--- src/sv/lpm_pkg.sv ---
// Package for the line prefix matcher: field widths, result kind codes,
// configuration register indexes and the bundle type shared by the submodules.
// No dependencies.
package lpm_pkg;

    // Fixed field widths.
    localparam int BYTE_W         = 8;
    localparam int KIND_W         = 2;
    localparam int OFFSET_FIELD_W = 32;
    localparam int LEN_W          = 6;
    localparam int CFG_DATA_W     = 64;
    localparam int CFG_INDEX_W    = 3;
    localparam int PATTERN_WORDS  = 4;
    localparam int PATTERN_BITS   = PATTERN_WORDS * CFG_DATA_W;

    // Defaults for the top-level parameters.
    localparam int DEF_MAX_PATTERN_BYTES = 32;
    localparam int DEF_OFFSET_BITS       = 32;

    // Newline byte.
    localparam logic [BYTE_W-1:0] NEWLINE_CHAR = 8'h0A;

    // Result kind codes.
    localparam logic [KIND_W-1:0] KIND_MATCH = 2'd0;
    localparam logic [KIND_W-1:0] KIND_BYTE  = 2'd1;
    localparam logic [KIND_W-1:0] KIND_END   = 2'd2;

    // Configuration register indexes.
    localparam logic [CFG_INDEX_W-1:0] CFG_PATTERN_LENGTH = 3'd0;
    localparam logic [CFG_INDEX_W-1:0] CFG_PATTERN_WORD_0 = 3'd1;
    localparam logic [CFG_INDEX_W-1:0] CFG_PATTERN_WORD_1 = 3'd2;
    localparam logic [CFG_INDEX_W-1:0] CFG_PATTERN_WORD_2 = 3'd3;
    localparam logic [CFG_INDEX_W-1:0] CFG_PATTERN_WORD_3 = 3'd4;

    // Results that one input byte causes, in emission order:
    // match, then echo (byte or line end), then the end caused by the last flag.
    typedef struct packed {
        logic                      match;
        logic                      echo;
        logic                      echo_nl;
        logic                      tail_end;
        logic [OFFSET_FIELD_W-1:0] offset;
        logic [BYTE_W-1:0]         line_byte;
    } lpm_bundle_t;

endpackage

--- src/sv/lpm_in_if.sv ---
// Input stream interface of the line prefix matcher: one text byte per beat.
// Depends on lpm_pkg.
interface lpm_in_if;
    logic                      valid;
    logic                      ready;
    logic [lpm_pkg::BYTE_W-1:0] text_byte;
    logic                      last;

    modport source (output valid, output text_byte, output last, input ready);
    modport sink   (input valid, input text_byte, input last, output ready);
endinterface

--- src/sv/lpm_out_if.sv ---
// Result stream interface of the line prefix matcher: one result per beat.
// Depends on lpm_pkg.
interface lpm_out_if;
    logic                              valid;
    logic                              ready;
    logic [lpm_pkg::KIND_W-1:0]         kind;
    logic [lpm_pkg::OFFSET_FIELD_W-1:0] offset;
    logic [lpm_pkg::BYTE_W-1:0]         line_byte;

    modport source (output valid, output kind, output offset, output line_byte,
                    input ready);
    modport sink   (input valid, input kind, input offset, input line_byte,
                    output ready);
endinterface

--- src/sv/lpm_scan.sv ---
// Line scan state and per-byte match logic of the line prefix matcher.
// Turns one registered byte into a bundle of up to three results.
// Depends on lpm_pkg.
module lpm_scan #(
    parameter int MAX_PATTERN_BYTES = lpm_pkg::DEF_MAX_PATTERN_BYTES,
    parameter int OFFSET_BITS       = lpm_pkg::DEF_OFFSET_BITS
) (
    input  logic                             clk,
    input  logic                             rst_n,
    input  logic                             advance,
    input  logic [lpm_pkg::BYTE_W-1:0]       text_byte,
    input  logic                             last,
    input  logic [lpm_pkg::PATTERN_BITS-1:0] pattern,
    input  logic [lpm_pkg::LEN_W-1:0]        pattern_length,
    output lpm_pkg::lpm_bundle_t             bundle
);

    localparam int CMP_W = lpm_pkg::LEN_W + 1;

    logic                          at_line_start_reg, at_line_start_next;
    logic [lpm_pkg::LEN_W-1:0]     match_position_reg, match_position_next;
    logic                          line_failed_reg, line_failed_next;
    logic                          echoing_line_reg, echoing_line_next;
    logic [OFFSET_BITS-1:0]        byte_offset_reg, byte_offset_next;
    logic [OFFSET_BITS-1:0]        line_start_offset_reg, line_start_offset_next;

    logic                          is_nl;
    logic [CMP_W-1:0]              eff_len;
    logic [lpm_pkg::LEN_W-1:0]     pos0;
    logic                          failed0;
    logic                          echo0;
    logic                          start_match;
    logic [lpm_pkg::BYTE_W-1:0]    pat_byte;
    logic                          hit;
    logic [CMP_W-1:0]              pos_inc;
    logic                          step_match;
    logic                          echo_now;
    logic [lpm_pkg::LEN_W-1:0]     pos1;
    logic                          failed1;
    logic                          echo1;
    logic [63:0]                   start_off_wide;

    // Clamp the configured length to the largest pattern supported.
    always_comb
    begin
        if ({1'b0, pattern_length} > CMP_W'(MAX_PATTERN_BYTES))
        begin
            eff_len = CMP_W'(MAX_PATTERN_BYTES);
        end
        else
        begin
            eff_len = {1'b0, pattern_length};
        end
    end

    // Per-byte match step.
    always_comb
    begin
        is_nl   = (text_byte == lpm_pkg::NEWLINE_CHAR);
        pos0    = at_line_start_reg ? '0 : match_position_reg;
        failed0 = at_line_start_reg ? 1'b0 : line_failed_reg;
        line_start_offset_next = at_line_start_reg ? byte_offset_reg : line_start_offset_reg;

        // An empty pattern matches every line on its first byte.
        start_match = at_line_start_reg && (eff_len == '0);
        echo0       = start_match || (!at_line_start_reg && echoing_line_reg);

        // Pattern bytes beyond the stored 32 read as zero.
        pat_byte = pos0[lpm_pkg::LEN_W-1] ? '0
                 : pattern[{pos0[lpm_pkg::LEN_W-2:0], 3'b000} +: lpm_pkg::BYTE_W];
        hit      = !is_nl && (text_byte == pat_byte);
        pos_inc  = {1'b0, pos0} + CMP_W'(1);

        step_match = 1'b0;
        pos1       = pos0;
        failed1    = failed0;
        echo1      = echo0;
        echo_now   = echo0;
        if (!echo0 && !failed0)
        begin
            if (hit)
            begin
                pos1 = pos_inc[lpm_pkg::LEN_W-1:0];
                if (pos_inc >= eff_len)
                begin
                    step_match = 1'b1;
                    echo1      = 1'b1;
                end
            end
            else
            begin
                failed1 = 1'b1;
            end
        end
    end

    // Result bundle for this byte.
    always_comb
    begin
        start_off_wide       = 64'(line_start_offset_next);
        bundle.match         = start_match || step_match;
        bundle.echo          = echo_now;
        bundle.echo_nl       = is_nl;
        bundle.tail_end      = echo1 && last && !(echo_now && is_nl);
        bundle.offset        = start_off_wide[lpm_pkg::OFFSET_FIELD_W-1:0];
        bundle.line_byte     = text_byte;
    end

    // Line and file boundaries reset the per-line state.
    always_comb
    begin
        if (is_nl || last)
        begin
            at_line_start_next  = 1'b1;
            match_position_next = '0;
            line_failed_next    = 1'b0;
            echoing_line_next   = 1'b0;
        end
        else
        begin
            at_line_start_next  = 1'b0;
            match_position_next = pos1;
            line_failed_next    = failed1;
            echoing_line_next   = echo1;
        end

        // The file offset restarts after the last byte and saturates.
        if (last)
        begin
            byte_offset_next = '0;
        end
        else if (&byte_offset_reg)
        begin
            byte_offset_next = byte_offset_reg;
        end
        else
        begin
            byte_offset_next = byte_offset_reg + OFFSET_BITS'(1);
        end
    end

    // Scan state registers.
    always_ff @(posedge clk or negedge rst_n)
    begin
        if (!rst_n)
        begin
            at_line_start_reg     <= 1'b1;
            match_position_reg    <= '0;
            line_failed_reg       <= 1'b0;
            echoing_line_reg      <= 1'b0;
            byte_offset_reg       <= '0;
            line_start_offset_reg <= '0;
        end
        else if (advance)
        begin
            at_line_start_reg     <= at_line_start_next;
            match_position_reg    <= match_position_next;
            line_failed_reg       <= line_failed_next;
            echoing_line_reg      <= echoing_line_next;
            byte_offset_reg       <= byte_offset_next;
            line_start_offset_reg <= line_start_offset_next;
        end
    end

endmodule

--- src/sv/lpm_result_buf.sv ---
// Result register of the line prefix matcher: holds one byte's result bundle
// and hands it out one beat at a time. Depends on lpm_pkg and lpm_out_if.
module lpm_result_buf (
    input  logic                 clk,
    input  logic                 rst_n,
    input  logic                 load,
    input  lpm_pkg::lpm_bundle_t bundle,
    output logic                 free,
    lpm_out_if.source            result_out
);

    logic                                match_reg, match_next;
    logic                                echo_reg, echo_next;
    logic                                tail_reg, tail_next;
    logic                                echo_nl_reg;
    logic [lpm_pkg::OFFSET_FIELD_W-1:0]  offset_reg;
    logic [lpm_pkg::BYTE_W-1:0]          byte_reg;
    logic                                fire;
    logic [1:0]                          pending;

    assign pending = 2'(match_reg) + 2'(echo_reg) + 2'(tail_reg);
    assign fire    = result_out.valid && result_out.ready;
    // Room for a new bundle once the last pending result leaves.
    assign free    = (pending == 2'd0) || ((pending == 2'd1) && fire);

    // Present the first pending result.
    always_comb
    begin
        result_out.valid     = (pending != 2'd0);
        result_out.kind      = lpm_pkg::KIND_END;
        result_out.offset    = '0;
        result_out.line_byte = '0;
        if (match_reg)
        begin
            result_out.kind   = lpm_pkg::KIND_MATCH;
            result_out.offset = offset_reg;
        end
        else if (echo_reg && !echo_nl_reg)
        begin
            result_out.kind      = lpm_pkg::KIND_BYTE;
            result_out.line_byte = byte_reg;
        end
    end

    // Retire one pending flag per beat, in order.
    always_comb
    begin
        match_next = match_reg;
        echo_next  = echo_reg;
        tail_next  = tail_reg;
        if (load)
        begin
            match_next = bundle.match;
            echo_next  = bundle.echo;
            tail_next  = bundle.tail_end;
        end
        else if (fire)
        begin
            if (match_reg)
            begin
                match_next = 1'b0;
            end
            else if (echo_reg)
            begin
                echo_next = 1'b0;
            end
            else
            begin
                tail_next = 1'b0;
            end
        end
    end

    // Pending flags.
    always_ff @(posedge clk or negedge rst_n)
    begin
        if (!rst_n)
        begin
            match_reg <= 1'b0;
            echo_reg  <= 1'b0;
            tail_reg  <= 1'b0;
        end
        else
        begin
            match_reg <= match_next;
            echo_reg  <= echo_next;
            tail_reg  <= tail_next;
        end
    end

    // Payload of the held bundle.
    always_ff @(posedge clk)
    begin
        if (load)
        begin
            echo_nl_reg <= bundle.echo_nl;
            offset_reg  <= bundle.offset;
            byte_reg    <= bundle.line_byte;
        end
    end

endmodule

--- src/sv/line_prefix_matcher.sv ---
// Top level of the line prefix matcher: configuration registers, input
// register, scan logic and result register. Depends on lpm_pkg, the stream
// interfaces, lpm_scan and lpm_result_buf.
//
// The block scans a file one byte per clock while the result register has
// room, and reports each line that begins with the configured pattern: a
// match beat with the line's start offset, then the rest of the line byte by
// byte, then a line-end beat. A byte can cause two or three results (an
// empty-pattern line start, the last byte of a file inside a matched line,
// or the last pattern byte when it also ends the file); the result register
// hands out one result per beat and takes the next byte only as the last
// pending result of the previous one leaves.
// Write the pattern registers only while the block is idle.
module line_prefix_matcher #(
    parameter int MAX_PATTERN_BYTES = lpm_pkg::DEF_MAX_PATTERN_BYTES,
    parameter int OFFSET_BITS       = lpm_pkg::DEF_OFFSET_BITS
) (
    input  logic                            clk,
    input  logic                            rst_n,
    lpm_in_if.sink                          text_in,
    lpm_out_if.source                       result_out,
    input  logic                            cfg_we,
    input  logic [lpm_pkg::CFG_INDEX_W-1:0] cfg_index,
    input  logic [lpm_pkg::CFG_DATA_W-1:0]  cfg_data
);

    logic [lpm_pkg::LEN_W-1:0]        pattern_length_reg;
    logic [lpm_pkg::PATTERN_BITS-1:0] pattern_reg;
    logic                             in_valid_reg;
    logic [lpm_pkg::BYTE_W-1:0]       in_byte_reg;
    logic                             in_last_reg;
    logic                             buf_free;
    logic                             advance;
    lpm_pkg::lpm_bundle_t             bundle;

    // Configuration writes; unknown indexes are ignored.
    always_ff @(posedge clk or negedge rst_n)
    begin
        if (!rst_n)
        begin
            pattern_length_reg <= '0;
            pattern_reg        <= '0;
        end
        else if (cfg_we)
        begin
            unique case (cfg_index)
                lpm_pkg::CFG_PATTERN_LENGTH: pattern_length_reg <= cfg_data[lpm_pkg::LEN_W-1:0];
                lpm_pkg::CFG_PATTERN_WORD_0: pattern_reg[0*lpm_pkg::CFG_DATA_W +: lpm_pkg::CFG_DATA_W]
                                                 <= cfg_data;
                lpm_pkg::CFG_PATTERN_WORD_1: pattern_reg[1*lpm_pkg::CFG_DATA_W +: lpm_pkg::CFG_DATA_W]
                                                 <= cfg_data;
                lpm_pkg::CFG_PATTERN_WORD_2: pattern_reg[2*lpm_pkg::CFG_DATA_W +: lpm_pkg::CFG_DATA_W]
                                                 <= cfg_data;
                lpm_pkg::CFG_PATTERN_WORD_3: pattern_reg[3*lpm_pkg::CFG_DATA_W +: lpm_pkg::CFG_DATA_W]
                                                 <= cfg_data;
                default: ;
            endcase
        end
    end

    // Input register moves into the scan stage when the result register has room.
    assign advance       = in_valid_reg && buf_free;
    assign text_in.ready = !in_valid_reg || buf_free;

    always_ff @(posedge clk or negedge rst_n)
    begin
        if (!rst_n)
        begin
            in_valid_reg <= 1'b0;
        end
        else if (text_in.ready)
        begin
            in_valid_reg <= text_in.valid;
        end
    end

    always_ff @(posedge clk)
    begin
        if (text_in.ready && text_in.valid)
        begin
            in_byte_reg <= text_in.text_byte;
            in_last_reg <= text_in.last;
        end
    end

    lpm_scan #(
        .MAX_PATTERN_BYTES (MAX_PATTERN_BYTES),
        .OFFSET_BITS       (OFFSET_BITS)
    ) u_scan (
        .clk            (clk),
        .rst_n          (rst_n),
        .advance        (advance),
        .text_byte      (in_byte_reg),
        .last           (in_last_reg),
        .pattern        (pattern_reg),
        .pattern_length (pattern_length_reg),
        .bundle         (bundle)
    );

    lpm_result_buf u_result_buf (
        .clk        (clk),
        .rst_n      (rst_n),
        .load       (advance),
        .bundle     (bundle),
        .free       (buf_free),
        .result_out (result_out)
    );

endmodule

--- src/flat_wrapper.sv ---
// flat-port wrapper written by rule: the top's interface ports become plain ports
module line_prefix_matcher_flat 
#(
    parameter int MAX_PATTERN_BYTES = lpm_pkg::DEF_MAX_PATTERN_BYTES,
    parameter int OFFSET_BITS       = lpm_pkg::DEF_OFFSET_BITS
)
  (clk, rst_n, cfg_we, cfg_index, cfg_data, text_in_valid, text_in_text_byte, text_in_last, text_in_ready, result_out_valid, result_out_kind, result_out_offset, result_out_line_byte, result_out_ready);
  lpm_in_if text_in_i ();
  lpm_out_if result_out_i ();
  input  logic clk;
  input  logic rst_n;
  input  logic cfg_we;
  input  logic [lpm_pkg::CFG_INDEX_W-1:0] cfg_index;
  input  logic [lpm_pkg::CFG_DATA_W-1:0] cfg_data;
  input wire logic [$bits(text_in_i.valid)-1:0] text_in_valid;
  input wire logic [$bits(text_in_i.text_byte)-1:0] text_in_text_byte;
  input wire logic [$bits(text_in_i.last)-1:0] text_in_last;
  output wire logic [$bits(text_in_i.ready)-1:0] text_in_ready;
  output wire logic [$bits(result_out_i.valid)-1:0] result_out_valid;
  output wire logic [$bits(result_out_i.kind)-1:0] result_out_kind;
  output wire logic [$bits(result_out_i.offset)-1:0] result_out_offset;
  output wire logic [$bits(result_out_i.line_byte)-1:0] result_out_line_byte;
  input wire logic [$bits(result_out_i.ready)-1:0] result_out_ready;
  assign text_in_i.valid = text_in_valid;
  assign text_in_i.text_byte = text_in_text_byte;
  assign text_in_i.last = text_in_last;
  assign text_in_ready = text_in_i.ready;
  assign result_out_valid = result_out_i.valid;
  assign result_out_kind = result_out_i.kind;
  assign result_out_offset = result_out_i.offset;
  assign result_out_line_byte = result_out_i.line_byte;
  assign result_out_i.ready = result_out_ready;
  line_prefix_matcher #(.MAX_PATTERN_BYTES(MAX_PATTERN_BYTES), .OFFSET_BITS(OFFSET_BITS)) u_core (.clk(clk), .rst_n(rst_n), .text_in(text_in_i), .result_out(result_out_i), .cfg_we(cfg_we), .cfg_index(cfg_index), .cfg_data(cfg_data));
endmodule
--- config.mk ---
export PLATFORM = sky130hd
export DESIGN_NAME = line_prefix_matcher_flat
export DESIGN_NICKNAME = d
export VERILOG_FILES = /design/src/sv/lpm_pkg.sv /design/src/sv/lpm_in_if.sv /design/src/sv/lpm_out_if.sv /design/src/sv/lpm_scan.sv /design/src/sv/lpm_result_buf.sv /design/src/sv/line_prefix_matcher.sv /design/src/flat_wrapper.sv
export SDC_FILE = /design/constraint.sdc
export NUM_CORES = 1
export LEC_CHECK = 0
export BUFFER_PORTS_ARGS = -buffer_cell sky130_fd_sc_hd__buf_2
export CORE_AREA = 5 5 266 164
export DETAILED_ROUTE_END_ITERATION = 6
export DIE_AREA = 0 0 271 169
export REMOVE_ABC_BUFFERS = 1
export SLEW_MARGIN = 10
export SYNTH_ARGS = -nofsm -noshare
export SYNTH_HDL_FRONTEND = slang
export SYNTH_SLANG_ARGS = --single-unit
--- constraint.sdc ---
create_clock -name clk -period 3.56 [get_ports clk]
set_input_delay 0.356 -clock clk [delete_from_list [all_inputs] [get_ports clk]]
set_output_delay 0.356 -clock clk [all_outputs]
set_load 0.02 [all_outputs]
==> results of run 1 <==
==> final cells by class <==
class                      instances  area [µm²]
clock buffer                      53        1120
multi-input combinational        875        7800
fill                            3530       19700
tap                              540         676
timing repair buffer             227        1580
inverter                          20        75.1
clock inverter                    13         168
sequential                       389        9990
==> critical path, cell delays in order (launching register included) <==
cell     delay (ps)
dfstp_2         420
buf_4           170
buf_4           130
buf_4           180
nor3_1          360
o21ai_0         160
a22oi_1         200
a31oi_1          60
buf_4           170
xnor2_1         120
or4_4           550
or3_4           440
or4_1           410
nand3_1          90
==> cell usage after synthesis (all sizes together), types with 4 or more instances <==
| library cell | count | area share |
|---|---|---|
| mux2 | 342 | 0.21 |
| dfrtp | 338 | 0.47 |
| mux2i | 64 | 0.035 |
| clkbuf | 58 | 0.012 |
| nor2 | 53 | 0.011 |
| edfxtp | 50 | 0.083 |
| nand2 | 46 | 0.0095 |
| o21ai | 44 | 0.012 |
| and2 | 43 | 0.015 |
| o22ai | 26 | 0.0090 |
| buf | 25 | 0.0093 |
| xor2 | 20 | 0.0097 |
| inv | 18 | 0.0037 |
| nand3 | 17 | 0.0047 |
| a21oi | 15 | 0.0041 |
| nor2b | 13 | 0.0045 |
| a31oi | 12 | 0.0045 |
| mux4 | 12 | 0.015 |
| nand2b | 11 | 0.0038 |
| nor3 | 11 | 0.0030 |
| xnor2 | 11 | 0.0053 |
| o221a | 9 | 0.0056 |
| ha | 8 | 0.0055 |
| o211ai | 8 | 0.0033 |
| nand4 | 7 | 0.0024 |
| or3 | 7 | 0.0024 |
| a2111oi | 6 | 0.0036 |
| o22a | 6 | 0.0029 |
| o31ai | 6 | 0.0025 |
| and4 | 5 | 0.0024 |
| a211o | 4 | 0.0019 |
| a21o | 4 | 0.0017 |
| a221oi | 4 | 0.0019 |
| a22oi | 4 | 0.0017 |
| a311oi | 4 | 0.0019 |
| and3 | 4 | 0.0014 |
| or2 | 4 | 0.0014 |
| or4 | 4 | 0.0019 |
==> power by group through the flow <==
| stage | registers (mW) | logic, mW | clock network [mW] |
|---|---|---|---|
| finish | 5.68 | 1.76 | 4.22 |
| global route | 5.76 | 1.93 | 4.51 |
| CTS | 5.67 | 1.75 | 4.34 |
| detailed placement | 5.75 | 1.73 | 0 |
| global placement | 5.74 | 1.67 | 0 |
| floorplan | 5.63 | 1.17 | 0 |
==> logic make-up after synthesis <==
| family | count (synthesis) | synth area share |
|---|---|---|
| mux | 418 | 0.263 |
| flops | 389 | 0.551 |
| buf+inv | 103 | 0.0255 |
| simple gates | 240 | 0.0700 |
| fa+ha+maj | 9 | 0.00663 |
| compound gates | 177 | 0.0691 |
| xor+xnor | 31 | 0.0150 |
==> per-layer routing <==
metal  up-vias  GRT usage
met5         -          0
met4         0     0.0398
met3        51     0.0384
met2       283      0.284
met1      6132      0.326
li1       5403          -
==> worst min-delay path by stage <==
stage                                     from                                endpoint  slack, ps  cells past startpoint
after floorplan                          rst_n                     u_core.in_valid_reg         60                      0
after global placement                   rst_n  u_core.u_scan.line_start_offset_reg[9]        340                      1
after detailed placement                 rst_n  u_core.u_scan.line_start_offset_reg[9]        340                      1
after CTS                        text_in_valid                     u_core.in_valid_reg          9                      2
after global routing      text_in_text_byte[2]                   u_core.in_byte_reg[2]        0.4                      1
final                            text_in_valid                     u_core.in_valid_reg         30                      2
==> per-stage QoR <==
step	worst slack (ps)	power (mW)	std cells	hold slack (ps)
2_1_floorplan	-3910	6.80	1284	60.4
3_3_place_gp	-234	7.41	2040	337
3_5_place_dp	-164	7.49	2040	339
4_1_cts	3.33	11.8	2116	9.06
5_1_grt	-61.0	12.2	2117	0.404
6_report	32.9	11.7	2117	30.8
==> timing repair <==
item                                    in CTS  in global routing
setup buffers                                3                  1
gates resized for setup                      3                 23
endpoints found under the setup margin       7                  9
pin swaps                                    1                  2
hold endpoints to repair                    63                  0
hold buffers                                 7                  0
==> metrics.md, run 1 <==
| Metric | Value |
|---|---|
| Sequential share of the synthesized area | `0.551` |
| 1st-pass router iterations | `5` |
| Grt ovf | `0` |
| Arr. time, crit path | `~4000 ps` |
| Ys async rst share | `0.871` |
| Initial Utilization | `0.441` |
| Post-DP Area | `about 20000 µm²` |
| Chip height | `between 150 and 200 µm` |
| Drt total wl | `between 40 and 50 mm` |
| Vias | `11900` |
| Most frequent cells in the layout | `mux2_2, dfrtp_1, buf_2, buf_4, mux2i_1` |
| Crit. End Element | `flip-flop` |
| Setup Viol. Count Final | `0` |
| Wire per inst | `approximately 22 µm` |
| Antenna violations before repair | `1` |
| Critical Path RT | `roughly 4000 ps` |
| Synthesis-to-layout area growth | `18.1%` |
| Root buf cell | `clkbuf_16` |
| Worst setup path end | `u_core.u_scan.match_position_reg[5]` |
| Max IR drop VDD | `a little under 0.3 mV` |
| Synth Flop Type | `dfrtp_1` |
| Commonest non-fill, non-tap cell in the layout | `mux2_2` |
| Worst Skew | `15.0 ps` |
| Mapped cell area | `between 15000 and 20000 µm²` |
| Synth unique cells | `73` |
| Flop pwr share | `0.487` |
| Vias in the first global route | `~12000` |
| Utilization after layout | `0.520` |
| Sw frac | `0.254` |
| Pwr dens | `around 540 nW/µm²` |
| R2R setup slack | `approximately 33 ps` |
| Fin crit period | `3530 ps` |
| Crit Path Category | `flip-flop to flip-flop` |
| TritonCTS Sinks | `between 300 and 400` |
| Sw Pwr | `2.96 mW` |
| Core area | `roughly 41000 µm²` |
| Fmax | `about 280 MHz` |
| Clock share of power | `0.362` |
| Total Routing Usage GR | `0.202` |
| Startpoint of the worst register-to-register path | `u_core.u_scan.at_line_start_reg` |
| Vias per cell | `5.61` |
| EDFF count, synth | `50` |
| Starting DRT DRC Count | `around 800` |
| Final-report max-slew violation count | `0` |
| Worst hold path type | `input pin to flip-flop` |
| Final hold vios | `0` |
| Flops & latches, synth | `between 300 and 400` |
| Placement row count | `58` |
| Die area | `45800 µm²` |
| Top sig layer | `met4` |
| Reg2reg path depth | `13` |
| Crit Path Max Fanout | `11` |
| Yosys Warn Count | `0` |
| Comb pwr share | `0.151` |
| Clk pin slew, worst setup/hold paths | `~60 ps` |
| First-pass GRT wire length | `around 73 mm` |
| CTS buffer count | `39` |
| Worst reg2reg endpoint | `u_core.u_scan.match_position_reg[5]` |
| RSZ-0062 raised after global routing | `true` |
| Leakage | `roughly 9 nW` |
| Largest register FFs | `256` |
| Final nets | `around 1600` |
| Dpl hpwl | `about 32 mm` |
| Clock buffer depth | `3` |
| Antenna fix cells | `0` |
| Critical Path Start | `u_core.u_scan.at_line_start_reg` |
| Final GP Congestion | `approximately 0.94` |
| Internal | `8.70 mW` |
| Met1 Routed Length | `23.6 mm` |
| Largest net degree at the start of global routing | `between 100 and 150` |
| Max-cap check violation count | `0` |
| Clock Latency Late Sink | `around 540 ps` |
| Met3 WL | `around 2.6 mm` |
| Fin crit share | `0.991` |
| Number of remaining DRC errors | `0` |
| Antenna Nets Post-Route | `0` |
| Worst Tran Pin Value | `slightly below 1000 ps` |
| # H-tree levels | `2` |
| Run status | `finished clean` |
| Synth Instances | `roughly 1400` |
| Worst relative slew slack | `0.344` |
| CP startpoint kind | `flip-flop` |
| CTS tree | `done` |
| # port buffers | `around 120` |
| Layout cells sized above 1 | `0.425` |
| Fin area | `around 21000 µm²` |
| Setup TNS Final | `0 ps` |
| Mean Syn Cell Area | `roughly 13 µm²` |
| Die Wd | `271 µm` |
| Io pins | `around 130` |
| Met2 WL | `about 20 mm` |
(Power assumes the default switching activity.)
==> inputs of run 2 (changes only) <==
--- a/config.mk
+++ b/config.mk
@@ -5,10 +5,11 @@
 export SDC_FILE = /design/constraint.sdc
 export NUM_CORES = 1
 export LEC_CHECK = 0
+export ABC_AREA = 1
 export BUFFER_PORTS_ARGS = -buffer_cell sky130_fd_sc_hd__buf_2
-export CORE_AREA = 5 5 266 164
+export CORE_AREA = 5 5 268 165
 export DETAILED_ROUTE_END_ITERATION = 6
-export DIE_AREA = 0 0 271 169
+export DIE_AREA = 0 0 273 170
 export REMOVE_ABC_BUFFERS = 1
 export SLEW_MARGIN = 10
 export SYNTH_ARGS = -nofsm -noshare
==> run 2 against run 1 <==
Wire length is 7.7% higher. Global-route usage is 1.6 points higher. Setup slack better by 240 ps. Total power is 5.3% higher. Count of clock-buffer cells in the layout is 7 higher. Clock skew is 2.7 ps higher. Sequential power is 3% higher. Critical path type unchanged.
==> metrics.md, run 2 <==
| Metric | Value |
|---|---|
| Final hold vios | `0 (unchanged)` |
| Core area | `41400 µm² (+0.71%)` |
| Clock buffer depth | `3 (unchanged)` |
| Clock share of power | `0.336 (-0.026)` |
| Drt total wl | `50.1 mm (+7.7%)` |
| Synthesis-to-layout area growth | `13.1%` |
| RSZ-0062 raised after global routing | `false` |
| Vias per cell | `5.25 (-6.3%)` |
| Top delay family on crit path | `simple AND/OR/NAND/NOR gates` |
| Final hold slack | `26.3 ps (-4.57 ps)` |
| Crit. End Element | `flip-flop` |
| Setup Viol. Count Final | `0 (unchanged)` |
| Final GP Congestion | `0.923 (-2.2%)` |
| Mean Syn Cell Area | `8.07 µm² (-39%)` |
| Synth Instances | `2283 (+67%)` |
| Ranking of synthesized cells by area | `dfrtp_1, nand2_1, o21ai_0` |
| CP startpoint kind | `flip-flop` |
| Sw Pwr | `3.78 mW (+28%)` |
| Sequential share of the synthesized area | `0.542 (-0.00853)` |
| Most frequent cells in the layout | `nand2_1, o21ai_0, dfrtp_1, nand3_1, inv_1` |
| Total Routing Usage GR | `0.218 (+0.0158)` |
| Pwr dens | `589 nW/µm² (+8.2%)` |
| Met2 WL | `21.4 mm (+9.3%)` |
| Synth Flop Type | `dfrtp_1` |
| Placement row count | `58 (unchanged)` |
| Max-cap check violation count | `0 (unchanged)` |
| Largest register FFs | `256 (unchanged)` |
| Die Wd | `273 µm (+0.74%)` |
| Fin crit share | `0.922 (-0.0687)` |
| Top cells by count, synth | `nand2_1, o21ai_0, dfrtp_1, nand3_1, inv_1` |
| Dpl hpwl | `32.8 mm (+3.1%)` |
| Die area | `46400 µm² (+1.3%)` |
| Crit Path Category | `flip-flop to flip-flop` |
| # port buffers | `124 (unchanged)` |
| Max IR drop VDD | `0.292 mV (-1.1%)` |
| Ys async rst share | `0.871 (unchanged)` |
| Worst relative slew slack | `0.327 (-0.0172)` |
| CP cell instances | `inv_6 -> nand2_4 -> buf_4 -> nand3_1 -> nand3_1 -> nand3_1 -> nand2_1 -> nand2_1 -> nand3_1 -> or2_2 -> nand3_1 -> nor2_8 -> nand3_2 -> nand2_1 -> nand3_1 -> nand2_1` |
| Root buf cell | `clkbuf_16` |
| Wire per inst | `17.0 µm (-23%)` |
| Met1 Routed Length | `24.7 mm (+4.3%)` |
| Run status | `finished clean` |
| Crit Path Max Fanout | `71 (+60)` |
| Vias in the first global route | `15000 (+22%)` |
| Worst Path Buf+Inv | `2 (-2)` |
| Synth top area share | `0.459 (-0.00723)` |
| TritonCTS Sinks | `389 (unchanged)` |
| Final-report max-slew violation count | `0 (unchanged)` |
| Clk pin slew, worst setup/hold paths | `70 ps (about the same)` |
| Leakage | `10.2 nW (+11%)` |
| First-pass GRT wire length | `82.6 mm (+12%)` |
| Comb pwr share | `0.188 (+0.037)` |
| Commonest non-fill, non-tap cell in the layout | `nand2_1` |
| Utilization after layout | `0.503 (-0.0177)` |
| Total chip power | `12.3 mW (+5.3%)` |
| Starting DRT DRC Count | `1721 (+110%)` |
| CTS tree | `done` |
| Met3 WL | `3.22 mm (+25%)` |
| Sw frac | `0.308 (+0.0539)` |
| Fin area | `20800 µm² (-2.7%)` |
| Yosys Warn Count | `0 (unchanged)` |
| Antenna fix cells | `0 (unchanged)` |
| EDFF count, synth | `50 (unchanged)` |
| Fin crit period | `3280 ps (-245 ps)` |
| Critical Path RT | `4030 ps (about the same)` |
| # H-tree levels | `2 (unchanged)` |
| Fmax | `305 MHz (+7.5%)` |
| Number of remaining DRC errors | `0 (unchanged)` |
| Largest net degree at the start of global routing | `104 (+3.0%)` |
| Worst Tran Pin Value | `1010 ps (+25.8 ps)` |
| Grt ovf | `0 (unchanged)` |
| Flops & latches, synth | `389 (unchanged)` |
| Top sig layer | `met4` |
| CTS buffer count | `39 (unchanged)` |
| Slowest CP cell | `buf_4` |
| Worst Skew | `17.7 ps (+2.71 ps)` |
| Clock Latency Late Sink | `540 ps (about the same)` |
| Post-DP Area | `19500 µm² (-2.1%)` |
| Internal | `8.50 mW (-2.3%)` |
| Initial Utilization | `0.444 (+0.00380)` |
| Synth unique cells | `44 (-40%)` |
| Slowest stage delay, CP | `690 ps (+140 ps)` |
| CP most frequent cell | `nand3_1` |
| Area leader, netlist | `dfrtp_1` |
| Mapped cell area | `18400 µm² (+1.6%)` |
| Worst hold path type | `input pin to flip-flop` |
| Chip height | `170 µm (+0.59%)` |
| Layout cells sized above 1 | `0.102 (-0.324)` |
| Flop pwr share | `0.476 (-0.011)` |
| 1st-pass router iterations | `7 (+2)` |
| Io pins | `125 (unchanged)` |
| Vias | `15500 (+31%)` |
| Final nets | `2446 (+49%)` |
| Arr. time, crit path | `3760 ps (-250 ps)` |
| Antenna Nets Post-Route | `0 (unchanged)` |
| Count leader, synth | `nand2_1` |
| Antenna violations before repair | `0 (-1)` |
## run 2: cell types whose count changed after synthesis, sizes merged, moves of 24 or more
cell	delta
buf	+25
nor2	+31
nand2	+697
o22ai	-25
and2	-43
inv	+200
o21ai	+315
mux2	-342
mux2i	-64
clkbuf	+24
nand3	+246
## run 2: path summary, 6_finish.rpt
kind,start,to,slack (ps),cells after the start
max,u_core.u_scan.at_line_start_reg,u_core.u_scan.match_position_reg[1],280,16
min,text_in_text_byte[5],u_core.in_byte_reg[5],30,1
max reg2reg,u_core.u_scan.at_line_start_reg,u_core.u_scan.match_position_reg[1],280,16
min reg2reg,u_core.pattern_reg[41],u_core.pattern_reg[41],480,2
max in group asynchronous,rst_n,u_core.u_scan.match_position_reg[0],2130,3
min in group asynchronous,rst_n,u_core.pattern_reg[236],450,2
## run 2: worst reg2reg max path, stage by stage, from the launching register on
cell	delay, ps
dfstp_2	610
inv_6	120
nand2_4	80
buf_4	690
nand3_1	170
nand3_1	110
nand3_1	70
nand2_1	140
nand2_1	60
nand3_1	160
or2_2	140
nand3_1	170
nor2_8	240
nand3_2	170
nand2_1	120
nand3_1	80
nand2_1	90
## run 2: per-layer routing
| metal | up-vias | track usage |
|---|---|---|
| met3 | 63 | 0.0328 |
| met5 | - | 0 |
| met1 | 7469 | 0.340 |
| met4 | 0 | 0.0399 |
| li1 | 7511 | - |
| met2 | 473 | 0.328 |
## run 2: through the flow
step           instances  TNS, ps  setup WS, ps
2_1_floorplan       2151  -119250         -1990
3_3_place_gp        2878        0           399
3_5_place_dp        2878        0           349
4_1_cts             2953        0           326
5_1_grt             2954        0          5.32
6_report            2954        0           278
## run 2: logic make-up (layout without fill, tap and decap cells)
group / Yosys count / count (layout) / share of synthesized area
flip-flops: 389 / 389 / 0.542
XOR/XNOR: 5 / 5 / 0.00238
AO/OA/AOI/OAI: 393 / 393 / 0.109
adder cells (fa/ha/maj): 9 / 9 / 0.00652
buffers and inverters: 351 / 452 / 0.0820
AND/OR/NAND/NOR: 1136 / 1136 / 0.258
## run 2: timing repair
item / in CTS / in global routing
buffers inserted: 0 / 0
gates resized for setup: 0 / 0
hold endpoints to repair: 103 / 1
hold buffers: 6 / 1
## run 2: cell type report
cell class	instances	area (µm²)
clock buffer	60	1200
clock inverter	9	75.1
fill	4041	20600
inverter	219	827
multi-input combinational	1543	6980
sequential	389	9990
tap	570	713
timing repair buffer	164	1050
## run 2: power groups by stage
stage	clock, mW	sequential [mW]	combinational (mW)
6_report	4.13	5.84	2.31
5_1_grt	4.39	5.93	2.68
4_1_cts	4.20	5.84	2.33
3_5_place_dp	0	5.91	2.31
3_3_place_gp	0	5.89	2.26
2_1_floorplan	0	5.87	1.48
==> inputs of run 3 (changes only) <==
--- a/config.mk
+++ b/config.mk
@@ -8,8 +8,10 @@
 export ABC_AREA = 1
 export BUFFER_PORTS_ARGS = -buffer_cell sky130_fd_sc_hd__buf_2
 export CORE_AREA = 5 5 268 165
+export CTS_CLUSTER_SIZE = 14
 export DETAILED_ROUTE_END_ITERATION = 6
 export DIE_AREA = 0 0 273 170
+export RECOVER_POWER = 50
 export REMOVE_ABC_BUFFERS = 1
 export SLEW_MARGIN = 10
 export SYNTH_ARGS = -nofsm -noshare
==> run 3 against run 2 <==
The run now ends with capacitance limit, slew limit left. Sequential share of layout area grew 0.19 points. Count of clock-buffer cells in the layout is the same. Maximum frequency grew 0.17%. Via count grew 0.19%. Critical path depth grew 1. Largest cell class unchanged. Highest routed layer unchanged. Hold slack gained 32 ps. Non-clock buffer count is the same. Largest power group unchanged.
==> metrics.md, run 3 (synthesis gave the netlist of run 2 again) <==
| Metric | Value |
|---|---|
| CTS buffer count | `39 (unchanged)` |
| Pwr dens | `591 nW/µm² (+0.29%)` |
| Worst hold path type | `input pin to flip-flop` |
| Starting DRT DRC Count | `1722 (+0.058%)` |
| Postcts setup bufs | `0 (unchanged)` |
| Largest register FFs | `256 (unchanged)` |
| Largest net degree at the start of global routing | `104 (unchanged)` |
| # port buffers | `124 (unchanged)` |
| Antenna Nets Post-Route | `0 (unchanged)` |
| Die Wd | `273 µm (unchanged)` |
| Leakage | `10.1 nW (-0.44%)` |
| TritonCTS Sinks | `389 (unchanged)` |
| Most frequent cells in the layout | `nand2_1, o21ai_0, dfrtp_1, nand3_1, inv_1` |
| Hold depth | `3 (+2)` |
| Cts repair resizes | `0 (unchanged)` |
| Drt total wl | `50.0 mm (-0.19%)` |
| Max-cap check violation count | `4 (+4)` |
| Crit Path Max Fanout | `38 (-46%)` |
| Reg2reg path depth | `17 (+1)` |
| First-pass GRT wire length | `82.6 mm (unchanged)` |
| Crit. End Element | `flip-flop` |
| Final hold vios | `0 (unchanged)` |
| R2R setup slack | `280 ps (about the same)` |
| Initial Utilization | `0.444 (unchanged)` |
| Dpl hpwl | `32.8 mm (unchanged)` |
| Wire per inst | `16.9 µm (-0.19%)` |
| Run status | `finished, violations left` |
| Placed cells | `2878 (unchanged)` |
| Vias | `15500 (+0.19%)` |
| Setup Viol. Count Final | `0 (unchanged)` |
| # H-tree levels | `2 (unchanged)` |
| Die area | `46400 µm² (unchanged)` |
| Clk pin slew, worst setup/hold paths | `60 ps (about the same)` |
| Chip height | `170 µm (unchanged)` |
| Worst relative slew slack | `-0.884 (-1.21)` |
| Failing checks | `capacitance limit, slew limit` |
| Antenna fix cells | `0 (unchanged)` |
| Total Routing Usage GR | `0.218 (unchanged)` |
| Clock buffer depth | `3 (unchanged)` |
| CP cell instances | `inv_6 -> nand2_4 -> inv_2 -> buf_4 -> nand3_1 -> nand3_1 -> nand3_1 -> nand2_1 -> nand2_1 -> nand3_1 -> or2_2 -> nand3_1 -> nor2_8 -> nand3_2 -> nand2_1 -> nand3_1 -> nand2_1` |
| Endpoint of the worst hold path | `u_core.in_valid_reg` |
| Worst Tran Pin Value | `2830 ps (+1820 ps)` |
| Synthesis-to-layout area growth | `12.7%` |
| Fin crit period | `3280 ps (-5.56 ps)` |
| RSZ-0062 raised after global routing | `false` |
| Worst reg2reg endpoint | `u_core.u_scan.match_position_reg[1]` |
| CP startpoint kind | `flip-flop` |
| Slowest CP cell | `buf_4` |
| Final cell count without fillers | `2954 (unchanged)` |
| Layout cells sized above 1 | `0.0977 (-0.00419)` |
| Clock Latency Late Sink | `540 ps (about the same)` |
| Commonest non-fill, non-tap cell in the layout | `nand2_1` |
| Root buf cell | `clkbuf_16` |
| Worst Skew | `20.6 ps (+2.84 ps)` |
| Hold Startpoint | `text_in_valid` |
| Final nets | `2446 (unchanged)` |
| Placement row count | `58 (unchanged)` |
| Slowest stage delay, CP | `490 ps (-200 ps)` |
| Top delay family on crit path | `simple AND/OR/NAND/NOR gates` |
| Io pins | `125 (unchanged)` |
| Crit Path Category | `flip-flop to flip-flop` |
| CTS tree | `done` |
| Worst Path Buf+Inv | `3 (+1)` |
| CP most frequent cell | `nand3_1` |
| Max IR drop VDD | `0.292 mV (about the same)` |
| Place WS | `349 ps (unchanged)` |
| Critical Path RT | `4030 ps (about the same)` |
| Final-report max-slew violation count | `310 (+310)` |
| Vias in the first global route | `15000 (unchanged)` |
| Grt ovf | `0 (unchanged)` |
| Startpoint of the worst register-to-register path | `u_core.u_scan.at_line_start_reg` |
| Vias per cell | `5.26 (+0.19%)` |
| Number of remaining DRC errors | `0 (unchanged)` |
| Fin crit share | `0.920 (-0.00156)` |
| Setup TNS Final | `0 ps (unchanged)` |
| Antenna violations before repair | `0 (unchanged)` |
| 1st-pass router iterations | `5 (-2)` |
| Fmax | `305 MHz (+0.17%)` |
| Arr. time, crit path | `3750 ps (about the same)` |
| Core area | `41400 µm² (unchanged)` |
| Setup WS post-layout | `283 ps (+5.56 ps)` |
| # hold bufs at CTS | `6 (unchanged)` |
| Final GP Congestion | `0.923 (unchanged)` |
## run 3: per-layer routing
layer / wire [µm] / up-vias / global-route usage
met4: 739 / 0 / 0.0399
met1: 24500 / 7485 / 0.340
met2: 21500 / 487 / 0.328
met3: 3250 / 60 / 0.0328
li1: - / 7513 / -
met5: 0 / - / 0
## run 3: power breakdown
group / internal, mW / switching (mW) / total [mW]
registers: 5.39 / 0.452 / 5.84
logic: 0.711 / 1.59 / 2.30
clock network: 2.39 / 1.73 / 4.12
total: 8.50 / 3.77 / 12.3
## run 3: worst max path at each step
| stage | from | end | cells after the start |
|---|---|---|---|
| after CTS | u_core.u_scan.at_line_start_reg | u_core.u_scan.match_position_reg[1] | 17 |
| after floorplan | u_core.u_result_buf.match_reg | u_core.u_scan.line_failed_reg | 8 |
| after detailed placement | u_core.u_scan.at_line_start_reg | u_core.u_scan.match_position_reg[1] | 17 |
| after global placement | u_core.u_scan.at_line_start_reg | u_core.u_scan.match_position_reg[1] | 14 |
| after global routing | u_core.u_scan.at_line_start_reg | u_core.u_scan.match_position_reg[1] | 16 |
| final | u_core.u_scan.at_line_start_reg | u_core.u_scan.match_position_reg[1] | 17 |
## run 3: layout make-up
type,instances,area (µm²)
clock inverters,9,75.1
repair buffers,164,1000
clock buffers,60,1200
inverters,219,827
multi-input cells,1543,6950
fillers,4054,20700
flip-flops and latches,389,9990
well taps,570,713
## run 3: metrics by stage
step / hold slack (ps) / power (mW) / cell area [µm²] / utilization
finish: 58.7 / 12.3 / 20700 / 0.501
global route: 51.7 / 13.0 / 20700 / 0.501
CTS: 1.80 / 12.4 / 20800 / 0.502
detailed placement: 469 / 8.22 / 19500 / 0.470
global placement: 464 / 8.15 / 19500 / 0.470
floorplan: 60.4 / 7.34 / 17700 / -
## run 3: tightest hold or removal path: stages
cell and delay (ps):
buf_2 80, nand2_1 60, nand2_1 60
